[config.mk]
export PLATFORM = sky130hd
export DESIGN_NAME = utf8_sanitizer_drop_four_byte_flat
export DESIGN_NICKNAME = d
export VERILOG_FILES = /design/src/rtl/core/u8s_pkg.sv /design/src/rtl/core/u8s_in_if.sv /design/src/rtl/core/u8s_out_if.sv /design/src/rtl/core/utf8_sanitizer_drop_four_byte.sv /design/src/flat_wrapper.sv
export SDC_FILE = /design/constraint.sdc
export NUM_CORES = 1
export LEC_CHECK = 0
export BUFFER_PORTS_ARGS = -buffer_cell sky130_fd_sc_hd__buf_4
export CAP_MARGIN = 0
export CORE_ASPECT_RATIO = 0.6
export CORE_MARGIN = 2
export CORE_UTILIZATION = 40
export DETAILED_ROUTE_END_ITERATION = 7
export HOLD_SLACK_MARGIN = 0.05
export PLACE_DENSITY_LB_ADDON = 0.08
export SKIP_LAST_GASP = 1
export SLEW_MARGIN = 0
export SYNTH_ARGS = -nofsm -noshare
export SYNTH_HDL_FRONTEND = slang
export SYNTH_SLANG_ARGS = --single-unit
[constraint.sdc]
create_clock -name clk_i -period 5.4 [get_ports clk_i]
set_clock_uncertainty 0.2 [all_clocks]
set_input_delay 0.54 -clock clk_i [delete_from_list [all_inputs] [get_ports clk_i]]
set_output_delay 0.54 -clock clk_i [all_outputs]
set_load 0.005 [all_outputs]
[src/rtl/core/u8s_pkg.sv]
`default_nettype none

package u8s_pkg;

  localparam logic [7:0] ByteTab      = 8'h09;
  localparam logic [7:0] ByteLf       = 8'h0A;
  localparam logic [7:0] AsciiLo      = 8'h20;
  localparam logic [7:0] AsciiHi      = 8'h7F;
  localparam logic [7:0] ContLo       = 8'h80;
  localparam logic [7:0] ContHi       = 8'hBF;
  localparam logic [7:0] Lead2Lo      = 8'hC2;
  localparam logic [7:0] Lead2Hi      = 8'hDF;
  localparam logic [7:0] Lead3Lo      = 8'hE0;
  localparam logic [7:0] Lead3Hi      = 8'hEF;
  localparam logic [7:0] LeadE0       = 8'hE0;
  localparam logic [7:0] LeadEd       = 8'hED;
  localparam logic [7:0] E0SecondLo   = 8'hA0;
  localparam logic [7:0] EdSecondHi   = 8'h9F;
  localparam logic [7:0] Lead4Lo      = 8'hF1;
  localparam logic [7:0] Lead4Hi      = 8'hF4;
  localparam logic [1:0] SkipBytes    = 2'd3;

  localparam logic [1:0] HeldNone     = 2'd0;
  localparam logic [1:0] HeldLead     = 2'd1;
  localparam logic [1:0] HeldTwo      = 2'd2;

  typedef struct packed {
    logic [7:0] in_byte;
    logic       end_of_text;
  } u8s_in_t;

  typedef struct packed {
    logic [1:0] out_count;
    logic [7:0] first_byte;
    logic [7:0] second_byte;
    logic [7:0] third_byte;
    logic       string_done;
  } u8s_out_t;

  function automatic logic is_single(input logic [7:0] b);
    return (b == ByteTab) || (b == ByteLf) || (b >= AsciiLo && b <= AsciiHi);
  endfunction

  function automatic logic is_lead(input logic [7:0] b);
    return (b >= Lead2Lo && b <= Lead2Hi) || (b >= Lead3Lo && b <= Lead3Hi);
  endfunction

  function automatic logic is_skip_lead(input logic [7:0] b);
    return b >= Lead4Lo && b <= Lead4Hi;
  endfunction

  function automatic logic is_cont(input logic [7:0] b);
    return b >= ContLo && b <= ContHi;
  endfunction

  function automatic logic second_ok(input logic [7:0] lead, input logic [7:0] b);
    logic ok;
    if (lead == LeadE0) begin
      ok = b >= E0SecondLo && b <= ContHi;
    end else if (lead == LeadEd) begin
      ok = b >= ContLo && b <= EdSecondHi;
    end else begin
      ok = is_cont(b);
    end
    return ok;
  endfunction

endpackage

`default_nettype wire

[src/rtl/core/u8s_in_if.sv]
`default_nettype none

interface u8s_in_if import u8s_pkg::*; ();
  logic    valid;
  logic    ready;
  u8s_in_t data;

  modport source (output valid, output data, input ready);
  modport sink (input valid, input data, output ready);
endinterface

`default_nettype wire

[src/rtl/core/u8s_out_if.sv]
`default_nettype none

interface u8s_out_if import u8s_pkg::*; ();
  logic     valid;
  logic     ready;
  u8s_out_t data;

  modport source (output valid, output data, input ready);
  modport sink (input valid, input data, output ready);
endinterface

`default_nettype wire

[src/rtl/core/utf8_sanitizer_drop_four_byte.sv]
// channel  | dir | payload
// in_i     | in  | in_byte[7:0], end_of_text
// out_o    | out | out_count[1:0], first_byte, second_byte, third_byte, string_done
//
// one item per cycle unless out_o stalls; each result is held in the result register
// the input register and the result register are the only pipeline stages
// decode state updates as an item moves from the input register to the result register
// a stall on out_o holds the result register, then the input register, then in_i.ready
// reset clears the valid flags and all held sequence and skip state
`default_nettype none

module utf8_sanitizer_drop_four_byte import u8s_pkg::*; (
  input  wire         clk_i,
  input  wire         rst_ni,
  u8s_in_if.sink      in_i,
  u8s_out_if.source   out_o
);

  logic       s1_valid_q;
  u8s_in_t    s1_q;
  logic       out_valid_q;
  u8s_out_t   out_q;
  u8s_out_t   out_d;

  logic [7:0] held_lead_q, held_lead_d;
  logic [7:0] held_second_q, held_second_d;
  logic [1:0] held_count_q, held_count_d;
  logic [1:0] skip_left_q, skip_left_d;

  logic       out_free;
  logic       adv;
  logic       accept;
  logic       start;
  logic [7:0] b;

  assign out_free    = !out_valid_q || out_o.ready;
  assign adv         = s1_valid_q && out_free;
  assign in_i.ready  = !s1_valid_q || adv;
  assign accept      = in_i.valid && in_i.ready;
  assign b           = s1_q.in_byte;

  assign out_o.valid = out_valid_q;
  assign out_o.data  = out_q;

  always_comb begin
    held_lead_d     = held_lead_q;
    held_second_d   = held_second_q;
    held_count_d    = held_count_q;
    skip_left_d     = skip_left_q;
    out_d           = '0;
    out_d.string_done = s1_q.end_of_text;
    start           = 1'b0;

    if (skip_left_q != 2'd0) begin
      skip_left_d = skip_left_q - 2'd1;
    end else if (held_count_q == HeldLead) begin
      if (second_ok(held_lead_q, b)) begin
        if (held_lead_q <= Lead2Hi) begin
          out_d.out_count   = 2'd2;
          out_d.first_byte  = held_lead_q;
          out_d.second_byte = b;
          held_count_d      = HeldNone;
          held_lead_d       = '0;
        end else begin
          held_second_d = b;
          held_count_d  = HeldTwo;
        end
      end else begin
        held_count_d = HeldNone;
        held_lead_d  = '0;
        start        = 1'b1;
      end
    end else if (held_count_q == HeldTwo) begin
      held_count_d  = HeldNone;
      held_lead_d   = '0;
      held_second_d = '0;
      if (is_cont(b)) begin
        out_d.out_count   = 2'd3;
        out_d.first_byte  = held_lead_q;
        out_d.second_byte = held_second_q;
        out_d.third_byte  = b;
      end else begin
        start = 1'b1;
      end
    end else begin
      held_count_d = HeldNone;
      start        = 1'b1;
    end

    // byte decoded afresh: emitted as a single byte, held as a lead, starting a skip, or dropped
    if (start) begin
      if (is_single(b)) begin
        out_d.out_count  = 2'd1;
        out_d.first_byte = b;
      end else if (is_lead(b)) begin
        held_lead_d  = b;
        held_count_d = HeldLead;
      end else if (is_skip_lead(b)) begin
        skip_left_d = SkipBytes;
      end
    end

    if (s1_q.end_of_text) begin
      held_lead_d   = '0;
      held_second_d = '0;
      held_count_d  = HeldNone;
      skip_left_d   = '0;
    end
  end

  always_ff @(posedge clk_i or negedge rst_ni) begin
    if (!rst_ni) begin
      s1_valid_q    <= 1'b0;
      out_valid_q   <= 1'b0;
      held_lead_q   <= '0;
      held_second_q <= '0;
      held_count_q  <= HeldNone;
      skip_left_q   <= '0;
    end else begin
      if (accept) begin
        s1_valid_q <= 1'b1;
      end else if (adv) begin
        s1_valid_q <= 1'b0;
      end
      if (adv) begin
        out_valid_q   <= 1'b1;
        held_lead_q   <= held_lead_d;
        held_second_q <= held_second_d;
        held_count_q  <= held_count_d;
        skip_left_q   <= skip_left_d;
      end else if (out_o.ready) begin
        out_valid_q <= 1'b0;
      end
    end
  end

  always_ff @(posedge clk_i) begin
    if (accept) begin
      s1_q <= in_i.data;
    end
    if (adv) begin
      out_q <= out_d;
    end
  end

`ifndef SYNTHESIS
  a_no_held_three: assert property (@(posedge clk_i) disable iff (!rst_ni)
    held_count_q != 2'd3)
    else $error("held count reached three");

  a_skip_excludes_held: assert property (@(posedge clk_i) disable iff (!rst_ni)
    skip_left_q != 2'd0 |-> held_count_q == HeldNone)
    else $error("skip running with bytes held");

  a_end_clears: assert property (@(posedge clk_i) disable iff (!rst_ni)
    adv && s1_q.end_of_text |=> held_count_q == HeldNone && skip_left_q == 2'd0)
    else $error("state left after end of string");

  a_unused_bytes_zero: assert property (@(posedge clk_i) disable iff (!rst_ni)
    out_valid_q && out_q.out_count == 2'd0 |->
      out_q.first_byte == 8'd0 && out_q.second_byte == 8'd0 && out_q.third_byte == 8'd0)
    else $error("stray bytes in an empty result");

  a_stall_holds_input: assert property (@(posedge clk_i) disable iff (!rst_ni)
    s1_valid_q && !adv |=> s1_valid_q && $stable(s1_q))
    else $error("input register lost an item under stall");
`endif

endmodule

`default_nettype wire
[src/flat_wrapper.sv]
// flat-port wrapper written by rule: the top's interface ports become plain ports
module utf8_sanitizer_drop_four_byte_flat import u8s_pkg::*;
  (clk_i, rst_ni, in_i_valid, in_i_data, in_i_ready, out_o_valid, out_o_data, out_o_ready);
  u8s_in_if in_i_i ();
  u8s_out_if out_o_i ();
  input  wire clk_i;
  input  wire rst_ni;
  input wire logic [$bits(in_i_i.valid)-1:0] in_i_valid;
  input wire logic [$bits(in_i_i.data)-1:0] in_i_data;
  output wire logic [$bits(in_i_i.ready)-1:0] in_i_ready;
  output wire logic [$bits(out_o_i.valid)-1:0] out_o_valid;
  output wire logic [$bits(out_o_i.data)-1:0] out_o_data;
  input wire logic [$bits(out_o_i.ready)-1:0] out_o_ready;
  assign in_i_i.valid = in_i_valid;
  assign in_i_i.data = in_i_data;
  assign in_i_ready = in_i_i.ready;
  assign out_o_valid = out_o_i.valid;
  assign out_o_data = out_o_i.data;
  assign out_o_i.ready = out_o_ready;
  utf8_sanitizer_drop_four_byte u_core (.clk_i(clk_i), .rst_ni(rst_ni), .in_i(in_i_i), .out_o(out_o_i));
endmodule
* After elaboration in Yosys (flattened, before gate mapping)
Cells that the tools add are included.
** Word-level totals
- Flip-flop bits (word level) :: 58
- Bits of input ports :: 13
- Output and inout port bits :: 29
- Logic and storage cells :: 111
** Cells by class
- Add/sub/neg operators :: 1
- $lt $le $gt $ge :: 13
- Equal/unequal tests :: 9
- Muxes and demuxes :: 51
- Bitwise logic cells :: 2
- Reductions and logical operators :: 22
** Operator list (number)
- 2-to-1 mux 8 bit :: 16
- 2-to-1 mux 26 bit :: 3
- 2-to-1 mux 18 bit :: 3
- less-or-equal comparator 8 bit (second input constant) :: 6
- >= comparator 8 bit (second input constant) :: 5
- 2-to-1 mux 2 bit :: 14
- 2-to-1 mux 10 bit :: 2
- == test 8 x 4 -> 1 bit (second input constant) :: 2
- == test 8 bit (second input constant) :: 2
- 2-to-1 mux 1 bit :: 13
- logical AND 1 bit :: 9
- >= comparator 8 x 6 -> 1 bit (second input constant) :: 1
- less-or-equal comparator 8 x 7 -> 1 bit (second input constant) :: 1
- inequality test 3 x 2 -> 1 bit (second input constant) :: 2
- nonzero test 2 bit :: 3
- logical OR 1 bit :: 5
- AND reduction 5 bit :: 1
- OR reduction 4 bit :: 1
- nonzero test 3 bit :: 1
- == test 2 x 1 -> 1 bit (second input constant) :: 1
- == test 2 bit (second input constant) :: 1
- zero test 1 bit :: 2
- inequality test 2 x 1 -> 1 bit (second input constant) :: 1
- NOT 1 bit :: 2
- subtractor 2 x 1 -> 2 bit (second input constant) :: 1

* Longest topological paths before layout
Gate-level depths: netlist of the first run.
- Depth in word-level cells :: 13
- Gate-level depth with buffers :: 6
- Mapped depth without buffers :: 6

* Least setup slack after synthesis of the first run
No wires, ideal clock.
- Kind :: input-to-reg
- Start :: input out_o_ready
- End :: register u_core.held_lead_q[7]
- Setup time :: 0.126 ns
- Arrival time :: 1.941 ns
- Required time :: 5.074 ns
- Path slack :: 3.133 ns
- Cell stages on the path :: 5
- Path buffers :: 0
- Cell sequence :: nand2b_1 > nand2_1 > inv_1 > a21boi_0 > a311o_1
** Between the ends
- Longest elaborated chain between the ends :: 2
** RTL lines
- from (decl) :: line flat_wrapper.sv:13 : input wire logic [$bits(out_o_i.ready)-1:0] out_o_ready;
- logical OR 1 bit :: line utf8_sanitizer_drop_four_byte.sv:36 : assign out_free = !out_valid_q || out_o.ready;
- logical AND 1 bit :: line utf8_sanitizer_drop_four_byte.sv:37 : assign adv = s1_valid_q && out_free;
- via u_core.adv :: line utf8_sanitizer_drop_four_byte.sv:31 : logic adv;
- to (signal assigned) :: line utf8_sanitizer_drop_four_byte.sv:127 : held_lead_q <= held_lead_d;
- to (decl) :: line utf8_sanitizer_drop_four_byte.sv:25 : logic [7:0] held_lead_q, held_lead_d;
The timed path passes the listed nets, and every way through them passes these cells.
A chain may end at the register's enable or synchronous reset.

* Worst setup path after layout of the first run
- Start :: register u_core.out_valid_q (netlist: u_core.out_o.valid)
- End :: register u_core.held_lead_q[7]
** Between the ends
- Longest elaborated chain between the ends :: 3
** RTL lines
- from (decl) :: line utf8_sanitizer_drop_four_byte.sv:21 : logic out_valid_q;
- from (signal assigned) :: line utf8_sanitizer_drop_four_byte.sv:114 : out_valid_q <= 1'b0;
- from (signal assigned) :: line utf8_sanitizer_drop_four_byte.sv:126 : out_valid_q <= 1'b1;
- from (signal assigned) :: line utf8_sanitizer_drop_four_byte.sv:132 : out_valid_q <= 1'b0;
- zero test 1 bit :: line utf8_sanitizer_drop_four_byte.sv:36
- logical OR 1 bit :: line utf8_sanitizer_drop_four_byte.sv:36
- logical AND 1 bit :: line utf8_sanitizer_drop_four_byte.sv:37
- via u_core.adv :: line utf8_sanitizer_drop_four_byte.sv:31
The timed path passes the listed nets, and every way through them passes these cells.

==> metrics.csv, run 1 <==
stage,metric,value,unit
synth,Ys Warns,0,
global_route,largest net degree at the start of global routing,31,
timing,final setup vio count,0,
worst_setup_path,critical path launch point,u_core.out_o.valid,
global_route,initial antenna violation count,0,
power_and_ir_drop,leak pwr,1.322,nW
worst_setup_path,crit start category,register,
placed_design,post-detail-place hpwl,4300,µm
timing,RSZ-0062 raised after global routing,no,
floorplanning,die span in x,107.8,µm
clock_tree,"CTS clk-pin slew, worst paths",70,ps
power_and_ir_drop,total power divided by cell area,369.5,nW/µm²
global_route,met2 usage,24.61,%
worst_setup_path,Worst Path Max Fanout,30,
timing,hold_ws,172.7,ps
timing,Max Clk Rate,401.6,MHz
global_route,global-route wire length before repair,9977,µm
drt,# DRC,0,
drt,Antenna Violating Nets Remaining,0,
global_route,gr ovfl total,0,
clock_tree,CTS tree,built,
placed_design,number of port buffers,41,
drt,Pre-Repair DR Iteration Count,5,
placed_design,global placer's final weighted congestion,0.8784,
clock_tree,H-tree levels,3,
clock_tree,cts bufs inserted,9,
synth,area share of fa/ha/maj cells after synthesis,0.9671,%
finish,fin area,3181,µm²
hold_path,Hold Crit Start,in_i_data[8],
worst_setup_path,R2R Setup Slk,2910,ps
drt,drt total wl,6237,µm
worst_setup_path,Worst Path Required,5420,ps
global_route,GRT Max-Usage Layer,met1,
synth,synthesized net count,224,
finish,Area growth syn-to-layout,22.92,%
power_and_ir_drop,Peak VDD IR,0.1853,mV
synth,Post-synth EDFFs,36,
drt,wire per inst,18.08,µm
timing,setup_tns,0,ps
worst_setup_path,CP Data Arrival Time,2510,ps
outcome,outcome,completed,
timing,minimum clock period,2490,ps
hold_path,WHS Path Cells,1,
timing,Slew Limit Fails,0,
drt,vias per cell,5.649,
synth,synthesized area,2587,µm²
finish,ant diodes,0,
power_and_ir_drop,Total Power,1.175,mW
clock_tree,Root Buffer,clkbuf_8,
finish,"commonest non-fill, non-tap cells in the layout","buf_4 (44), edfxtp_1 (36), dfrtp_1 (22)",
timing,Final Cycle Share,46.11,%
floorplanning,# IOs,42,
synth,mux share of post-synthesis cell area,0,%
floorplanning,Starting Density,41.78,%
placed_design,Area after DPL,2974,µm²
synth,XOR/XNOR Fraction of Synth Area,0.6770,%
clock_tree,clk sink count,58,
finish,final net count,271,
drt,via count,1949,
placed_design,Cells after DPL,328,
worst_setup_path,FF-to-FF End,u_core.held_lead_q[7],
synth,Post-Syn Area per Cell,12.38,µm²
synth,dominant synthesized flop cell,edfxtp_1,
clock_tree,Worst-Skew Late Latency,340,ps
synth,synth unique cells,49,
floorplanning,core area,6193,µm²
hold_path,Hold EP,u_core.b[7],
timing,Slew HR,24.54,%
finish,layout cell share with drive strength beyond 1,24.90,%
global_route,number of global-route vias before repair,1783,
floorplanning,row count,22,
global_route,grt met3 use,9.360,%
floorplanning,die area,7149,µm²
timing,Worst Tran Pin Value,1131,ps
floorplanning,die height,66.30,µm
finish,"leading cell type in the layout, fill and taps excluded",buf_4,
synth,Post-Synthesis Cells,209,
finish,fill count,571,
clock_tree,CTS max path bufs,2,
global_route,Total GRT Usage,19.66,%
worst_setup_path,FF-to-FF Start,u_core.out_o.valid,
worst_setup_path,worst r2r path cells,5,
synth,main combinational cell family by area after synthesis,compound AO/OA/AOI/OAI gates,
finish,Final Instance Count excl. Fillers,345,
hold_path,Worst Hold Class,in2reg,
synth,simple-gate share of the synthesized area,13.39,%
synth,Yosys reg bits,58,
timing,final hold violations,0,
worst_setup_path,Setup Crit Path Kind,reg2reg,
global_route,M1 GR Usage,28.96,%
clock_tree,post_cts resized,0,
finish,multi-input logic area,858.3,µm²
run,max_cap viols,0,
synth,post-synthesis compound-gate area fraction,17.99,%
drt,Iteration-0 DRC Markers,171,
finish,Reg area,1632,µm²
synth,sequential area share after synthesis,63.06,%
worst_setup_path,crit end category,register,
synth,Synth async-reset ratio,37.93,%
==> metrics by stage <==
step	setup slack, ps	util [%]
floorplan	3133	-
global placement	2641	48.02
detailed placement	2586	48.02
CTS	2860	51.35
global route	2719	51.35
finish	2910	51.35
==> report_power, final <==
group          internal [mW]  leakage (nW)  switching, mW
Sequential             0.529         0.647         0.0617
Combinational         0.0799         0.580          0.112
Clock                  0.224        0.0953          0.169
Total                  0.833          1.32          0.343
==> metal layers <==
layer / wire length (µm) / vias up
li1: - / 906
met1: 3059 / 924
met2: 2406 / 107
met3: 702 / 12
met4: 68 / 0
met5: 0 / -
==> Yosys cell counts (all sizes together) (3+ instances only) <==
cell type	instances	area, µm²
and2	4	25.02
o311ai	7	61.31
a22o	11	96.34
inv	13	48.80
nand2	14	52.55
clkbuf	7	26.28
nand2b	3	18.77
nor3	5	25.02
a32oi	6	52.55
and3	9	56.30
dfrtp	22	550.5
o21ai	16	80.08
nand4	3	18.77
a21boi	3	22.52
nor2	12	45.04
edfxtp	36	1081
==> state kept, by name, indices dropped and copies added, names as in the netlist <==
name and count:
u_core.out_o.data 27, u_core.b 8, u_core.held_lead_q 8, u_core.held_second_q 8, u_core.held_count_q 2, u_core.skip_left_q 2
u_core.out_d 1, u_core.out_o.valid 1, u_core.s1_valid_q 1
==> critical path, cell delays in order, from the launching register on <==
cell and delay [ps]:
dfrtp_1 390, nand2b_1 160, nand2_1 220, inv_1 880, a21boi_0 200, a311o_1 320
==> logic make-up after synthesis <==
logic type / count (synthesis)
AND/OR/NAND/NOR: 63
AO/OA/AOI/OAI: 61
flip-flops: 58
buffers and inverters: 22
XOR/XNOR: 2
adder cells (fa/ha/maj): 2
other: 1
==> cell type report <==
class | count | share of cell area, %
clock buffer | 11 | 4.445
clock inverter | 5 | 1.731
inverter | 13 | 1.534
multi-input combinational | 129 | 26.99
sequential | 58 | 51.30
tap | 84 | 3.304
timing repair buffer | 45 | 10.70
==> how the worst max path moves through the flow <==
| stage | slack, ps | depth (start not counted) | end |
|---|---|---|---|
| 2_1_floorplan | 3130 | 5 | u_core.held_lead_q[7] |
| 3_3_place_gp | 2640 | 6 | u_core.held_lead_q[7] |
| 3_5_place_dp | 2590 | 6 | u_core.held_lead_q[7] |
| 4_1_cts | 2860 | 5 | u_core.held_lead_q[7] |
| 5_1_grt | 2720 | 5 | u_core.held_lead_q[7] |
| 6_report | 2910 | 5 | u_core.held_lead_q[7] |
==> what timing repair did <==
| action | in CTS | in global routing |
|---|---|---|
| setup buffers | 0 | 0 |
| hold endpoints to repair | 22 | 0 |
| hold buffers | 1 | 0 |
No activity file was read; power rests on OpenSTA's default activity.
==> run 2, diff against run 1 <==
Clock period 5.4 ns to 2.1 ns, I/O delays scaled along.
==> metrics.csv, run 2 (same netlist as run 1, synthesis figures left out) <==
stage,metric,value,unit
drt,via count,2050,
drt,drt total wl,6508,µm
worst_setup_path,CP Data Arrival Time,2130,ps
global_route,initial antenna violation count,0,
placed_design,Area after DPL,3128,µm²
floorplanning,row count,22,
drt,# DRC,0,
hold_path,Hold Crit Start,out_o_ready,
clock_tree,clk sink count,58,
timing,RSZ-0062 raised after global routing,yes,
worst_setup_path,FF-to-FF End,u_core.held_second_q[1],
worst_setup_path,Worst Path Required,2160,ps
worst_setup_path,Worst Path Max Fanout,7,
clock_tree,cts bufs inserted,9,
finish,multi-input logic area,923.4,µm²
outcome,outcome,completed,
timing,Slew Limit Fails,0,
worst_setup_path,crit end category,register,
global_route,global-route wire length before repair,10780,µm
finish,fill count,543,
timing,final hold violations,0,
placed_design,number of port buffers,41,
drt,Pre-Repair DR Iteration Count,7,
finish,number of flip-flops under the largest register name,27,
worst_setup_path,crit start category,register,
finish,Reg area,1633,µm²
finish,ant diodes,0,
floorplanning,die area,7149,µm²
timing,setup slack after layout,26.74,ps
power_and_ir_drop,leak pwr,1.475,nW
hold_path,Hold EP,u_core.out_o.valid,
clock_tree,Root Buffer,clkbuf_8,
floorplanning,Starting Density,41.78,%
finish,Final Instance Count excl. Fillers,375,
placed_design,Place WS,-32.65,ps
timing,Worst Tran Pin Value,604.4,ps
placed_design,post-detail-place hpwl,4468,µm
floorplanning,die height,66.30,µm
timing,Final Cycle Share,98.73,%
run,max_cap viols,0,
finish,layout cell share with drive strength beyond 1,32.99,%
timing,minimum clock period,2073,ps
drt,Antenna Violating Nets Remaining,0,
floorplanning,# IOs,42,
timing,setup_tns,0,ps
global_route,gr ovfl total,0,
timing,hold_ws,64.26,ps
drt,vias per cell,5.467,
power_and_ir_drop,total power divided by cell area,880.5,nW/µm²
global_route,largest net degree at the start of global routing,29,
placed_design,Cells after DPL,346,
hold_path,WHS Path Cells,3,
timing,final setup vio count,0,
finish,"commonest non-fill, non-tap cells in the layout","buf_4 (62), edfxtp_1 (36), dfrtp_1 (21)",
worst_setup_path,worst r2r path cells,5,
clock_tree,CTS max path bufs,2,
worst_setup_path,"slowest stage delay, CP",560,ps
worst_setup_path,R2R Setup Slk,30,ps
clock_tree,CTS tree,built,
power_and_ir_drop,Peak VDD IR,0.3644,mV
clock_tree,Worst-Skew Late Latency,330,ps
finish,final net count,301,
worst_setup_path,"Critical Path, Cell by Cell","inv_2, ha_4, or3_4, or4b_4, o21ai_2",
timing,Max Clk Rate,482.3,MHz
finish,"leading cell type in the layout, fill and taps excluded",buf_4,
clock_tree,"CTS clk-pin slew, worst paths",60,ps
finish,Area growth syn-to-layout,35.30,%
global_route,Total GRT Usage,20.88,%
worst_setup_path,FF-to-FF Start,u_core.held_count_q[0],
worst_setup_path,Setup Crit Path Kind,reg2reg,
drt,Iteration-0 DRC Markers,199,
clock_tree,H-tree levels,3,
worst_setup_path,slowest CP cell,or4b_4,
placed_design,global placer's final weighted congestion,0.8940,
hold_path,Worst Hold Class,in2reg,
finish,fin area,3501,µm²
timing,Slew HR,59.49,%
floorplanning,die span in x,107.8,µm
finish,Final Util,56.53,%
global_route,number of global-route vias before repair,1887,
drt,wire per inst,17.35,µm
floorplanning,core area,6193,µm²
power_and_ir_drop,Total Power,3.083,mW
run 2: cell count changes in the layout (fill, tap and decap cells not counted), sizes merged:
cell / previous run / this run
buf: 44 / 63
dlygate4sd3: 1 / 12
clkinv: 2 / 4
clkbuf: 11 / 10
clkinvlp: 2 / 1
run 2: what timing repair did:
action / CTS / global route
gates cloned: 0 / 0
setup buffers: 0 / 1
hold endpoints to repair: 32 / 0
pin swaps: 3 / 4
hold buffers: 12 / 0
endpoints found under the setup margin: 9 / 22
gates resized for setup: 3 / 17
run 2: power by group:
part           internal, mW  switching (mW)
registers              1.36           0.126
logic                 0.278           0.352
clock network         0.539           0.430
total                  2.18           0.907
run 2: worst max-delay path, delay by kind of cell, from the launching register on:
family | cells | cell delay (ps)
and+or+nand+nor | 2 | 940
AOI/OAI and AO/OA | 1 | 140
buffers and inverters | 1 | 80
adders and majority gates | 1 | 190
DFF | 1 | 440
run 2: routing by layer:
metal  up-vias  wire length, µm  GRT usage (%)
li1        966                -              -
met1       970             3298          32.11
met2       104             2540          26.10
met3        10              579          7.685
met4         0               90          7.372
met5         -                0              0
run 2: how the worst max path moves through the flow:
stage,slack [ps],depth (start not counted),endpoint,start
after floorplan,-40,6,u_core.held_second_q[0],u_core.skip_left_q[1]
after global placement,20,5,u_core.out_o.data[19],u_core.b[2]
after detailed placement,-30,5,u_core.out_o.data[21],u_core.b[2]
after CTS,6,5,u_core.held_second_q[1],u_core.held_count_q[0]
after global routing,-20,5,u_core.held_second_q[1],u_core.held_count_q[0]
final,30,5,u_core.held_second_q[1],u_core.held_count_q[0]
run 2: layout make-up:
class / instances / share of cell area [%]
well taps: 84 / 3.002
flip-flops and latches: 58 / 46.64
clock inverters: 6 / 1.644
repair buffers: 75 / 17.30
clock buffers: 10 / 3.645
inverters: 13 / 1.394
multi-input cells: 129 / 26.38
==> run 3, diff against run 2 <==
Settings changed: GPL_TIMING_DRIVEN from default to 0, RECOVER_POWER from default to 50.
==> metrics.csv, run 3 (same netlist as run 1, synthesis figures left out) <==
stage,metric,value,unit
worst_setup_path,crit end category,register,
power_and_ir_drop,Psw,0.9511,mW
finish,ant diodes,0,
floorplanning,core area,6193,µm²
worst_setup_path,Worst Path Max Fanout,5,
outcome,outcome,completed,
finish,Area growth syn-to-layout,36.80,%
global_route,initial antenna violation count,0,
floorplanning,# IOs,42,
finish,"commonest non-fill, non-tap cells in the layout","clkbuf_4 (36), edfxtp_1 (36), buf_4 (22), dfrtp_1 (22), nand2_1 (14)",
worst_setup_path,Worst Path Required,2130,ps
placed_design,global placer's final weighted congestion,0.8879,
drt,Pre-Repair DR Iteration Count,5,
power_and_ir_drop,leak pwr,1.463,nW
finish,layout cell share with drive strength beyond 1,34.13,%
timing,Max Clk Rate,489.3,MHz
power_and_ir_drop,total power divided by cell area,883.1,nW/µm²
placed_design,Place WS,-639.6,ps
power_and_ir_drop,Reg power frac,47.8,%
global_route,global-route wire length before repair,10920,µm
drt,vias per cell,5.660,
hold_path,Hold Crit Start,out_o_ready,
drt,# DRC,0,
finish,final net count,303,
floorplanning,die span in x,107.8,µm
worst_setup_path,FF-to-FF Start,u_core.b[3],
worst_setup_path,CP Data Arrival Time,2070,ps
timing,Worst Tran Pin Value,1352,ps
timing,Slew HR,9.893,%
timing,Slew Limit Fails,0,
timing,RSZ-0062 raised after global routing,yes,
power_and_ir_drop,Peak VDD IR,0.4104,mV
timing,setup slack after layout,56.16,ps
global_route,number of global-route vias before repair,1985,
worst_setup_path,"slowest stage delay, CP",580,ps
clock_tree,"CTS clk-pin slew, worst paths",60,ps
worst_setup_path,Setup Crit Path Kind,reg2reg,
worst_setup_path,critical path launch point,u_core.b[3],
worst_setup_path,crit start category,register,
floorplanning,die height,66.30,µm
timing,final setup vio count,0,
floorplanning,die area,7149,µm²
global_route,gr ovfl total,0,
placed_design,post-detail-place hpwl,4217,µm
floorplanning,row count,22,
power_and_ir_drop,clock power share,31.1,%
clock_tree,clk sink count,58,
timing,final hold violations,0,
clock_tree,CTS max path bufs,2,
floorplanning,Starting Density,41.78,%
finish,number of flip-flops under the largest register name,27,
clock_tree,cts bufs inserted,9,
global_route,largest net degree at the start of global routing,23,
finish,fill count,557,
drt,Iteration-0 DRC Markers,216,
clock_tree,H-tree levels,3,
hold_path,Worst Hold Class,in2reg,
drt,drt total wl,6944,µm
power_and_ir_drop,Int Power,2.175,mW
worst_setup_path,"Critical Path, Cell by Cell","or4_4, o2111ai_4, nor3_1, a311o_1",
drt,Antenna Violating Nets Remaining,0,
power_and_ir_drop,Total Power,3.126,mW
power_and_ir_drop,Sw Share,30.43,%
timing,Final Cycle Share,97.33,%
timing,hold_ws,59.76,ps
finish,multi-input logic area,960.9,µm²
timing,minimum clock period,2044,ps
drt,wire per inst,18.42,µm
drt,via count,2134,
worst_setup_path,slowest CP cell,or4_4,
global_route,Total GRT Usage,21.47,%
clock_tree,Worst-Skew Late Latency,340,ps
power_and_ir_drop,combinational power share,21.1,%
finish,Reg area,1632,µm²
clock_tree,CTS tree,built,
placed_design,number of port buffers,41,
run,max_cap viols,0,
clock_tree,Root Buffer,clkbuf_8,
[run 3: layout make-up]
cell class | count | area share (%)
Sequential cell | 58 | 46.09
Multi-Input combinational cell | 129 | 27.15
Timing Repair Buffer | 73 | 16.47
Clock buffer | 9 | 3.499
Tap cell | 84 | 2.969
Clock inverter | 7 | 1.697
Inverter | 13 | 1.485
Buffer | 3 | 0.4242
Timing Repair inverter | 1 | 0.2121
[run 3: what timing repair did]
action,4_1_cts,5_1_grt
hold buffers,12,0
setup buffers,14,6
resized for setup,13,17
pin swaps,5,6
cloned,1,0
endpoints found under the setup margin,70,38
endpoints found under the hold margin,32,0
[run 3: worst max-delay path: cells and delay by family, from the launching register on]
kind	cells	cell delay (ps)
flip-flops	1	450
AO/OA/AOI/OAI	2	630
AND/OR/NAND/NOR	2	650
[run 3: path summary, 6_finish.rpt]
kind | to | slack (ps) | cells past startpoint
worst max-delay path | u_core.held_lead_q[7] | 60 | 4
worst min-delay path | u_core.out_o.valid | 60 | 3
worst max register to register | u_core.held_lead_q[7] | 60 | 4
worst min register to register | u_core.held_second_q[6] | 330 | 1
max in group asynchronous | u_core.skip_left_q[1] | 390 | 2
min in group asynchronous | u_core.s1_valid_q | 520 | 2
[run 3: power by group through the flow]
| stage | registers (mW) | clock network (mW) | logic [mW] |
|---|---|---|---|
| detailed placement | 1.52 | 0 | 0.529 |
| global route | 1.51 | 1.05 | 0.722 |
| finish | 1.49 | 0.972 | 0.659 |
| CTS | 1.49 | 1.00 | 0.633 |
| global placement | 1.52 | 0 | 0.520 |
| floorplan | 1.48 | 0 | 0.325 |
[run 3: metal layers]
metal | up-vias | part of all wire [%] | global-route usage (%) | wire (µm)
met3 | 5 | 7.8 | 7.586 | 542
met4 | 0 | 0.94 | 7.212 | 65
met2 | 104 | 40 | 28.85 | 2806
met1 | 1055 | 51 | 31.72 | 3530
met5 | - | 0 | 0 | 0
li1 | 970 | - | - | -
[run 3: per-stage QoR]
stage,cells,setup TNS (ps),utilization [%],instance area (µm²)
floorplan,209,-268.0,-,2594
global placement,334,-18480,48.55,3007
detailed placement,334,-18260,48.55,3007
CTS,373,-218.9,56.00,3468
global route,377,-42.87,57.15,3540
finish,377,0,57.15,3540
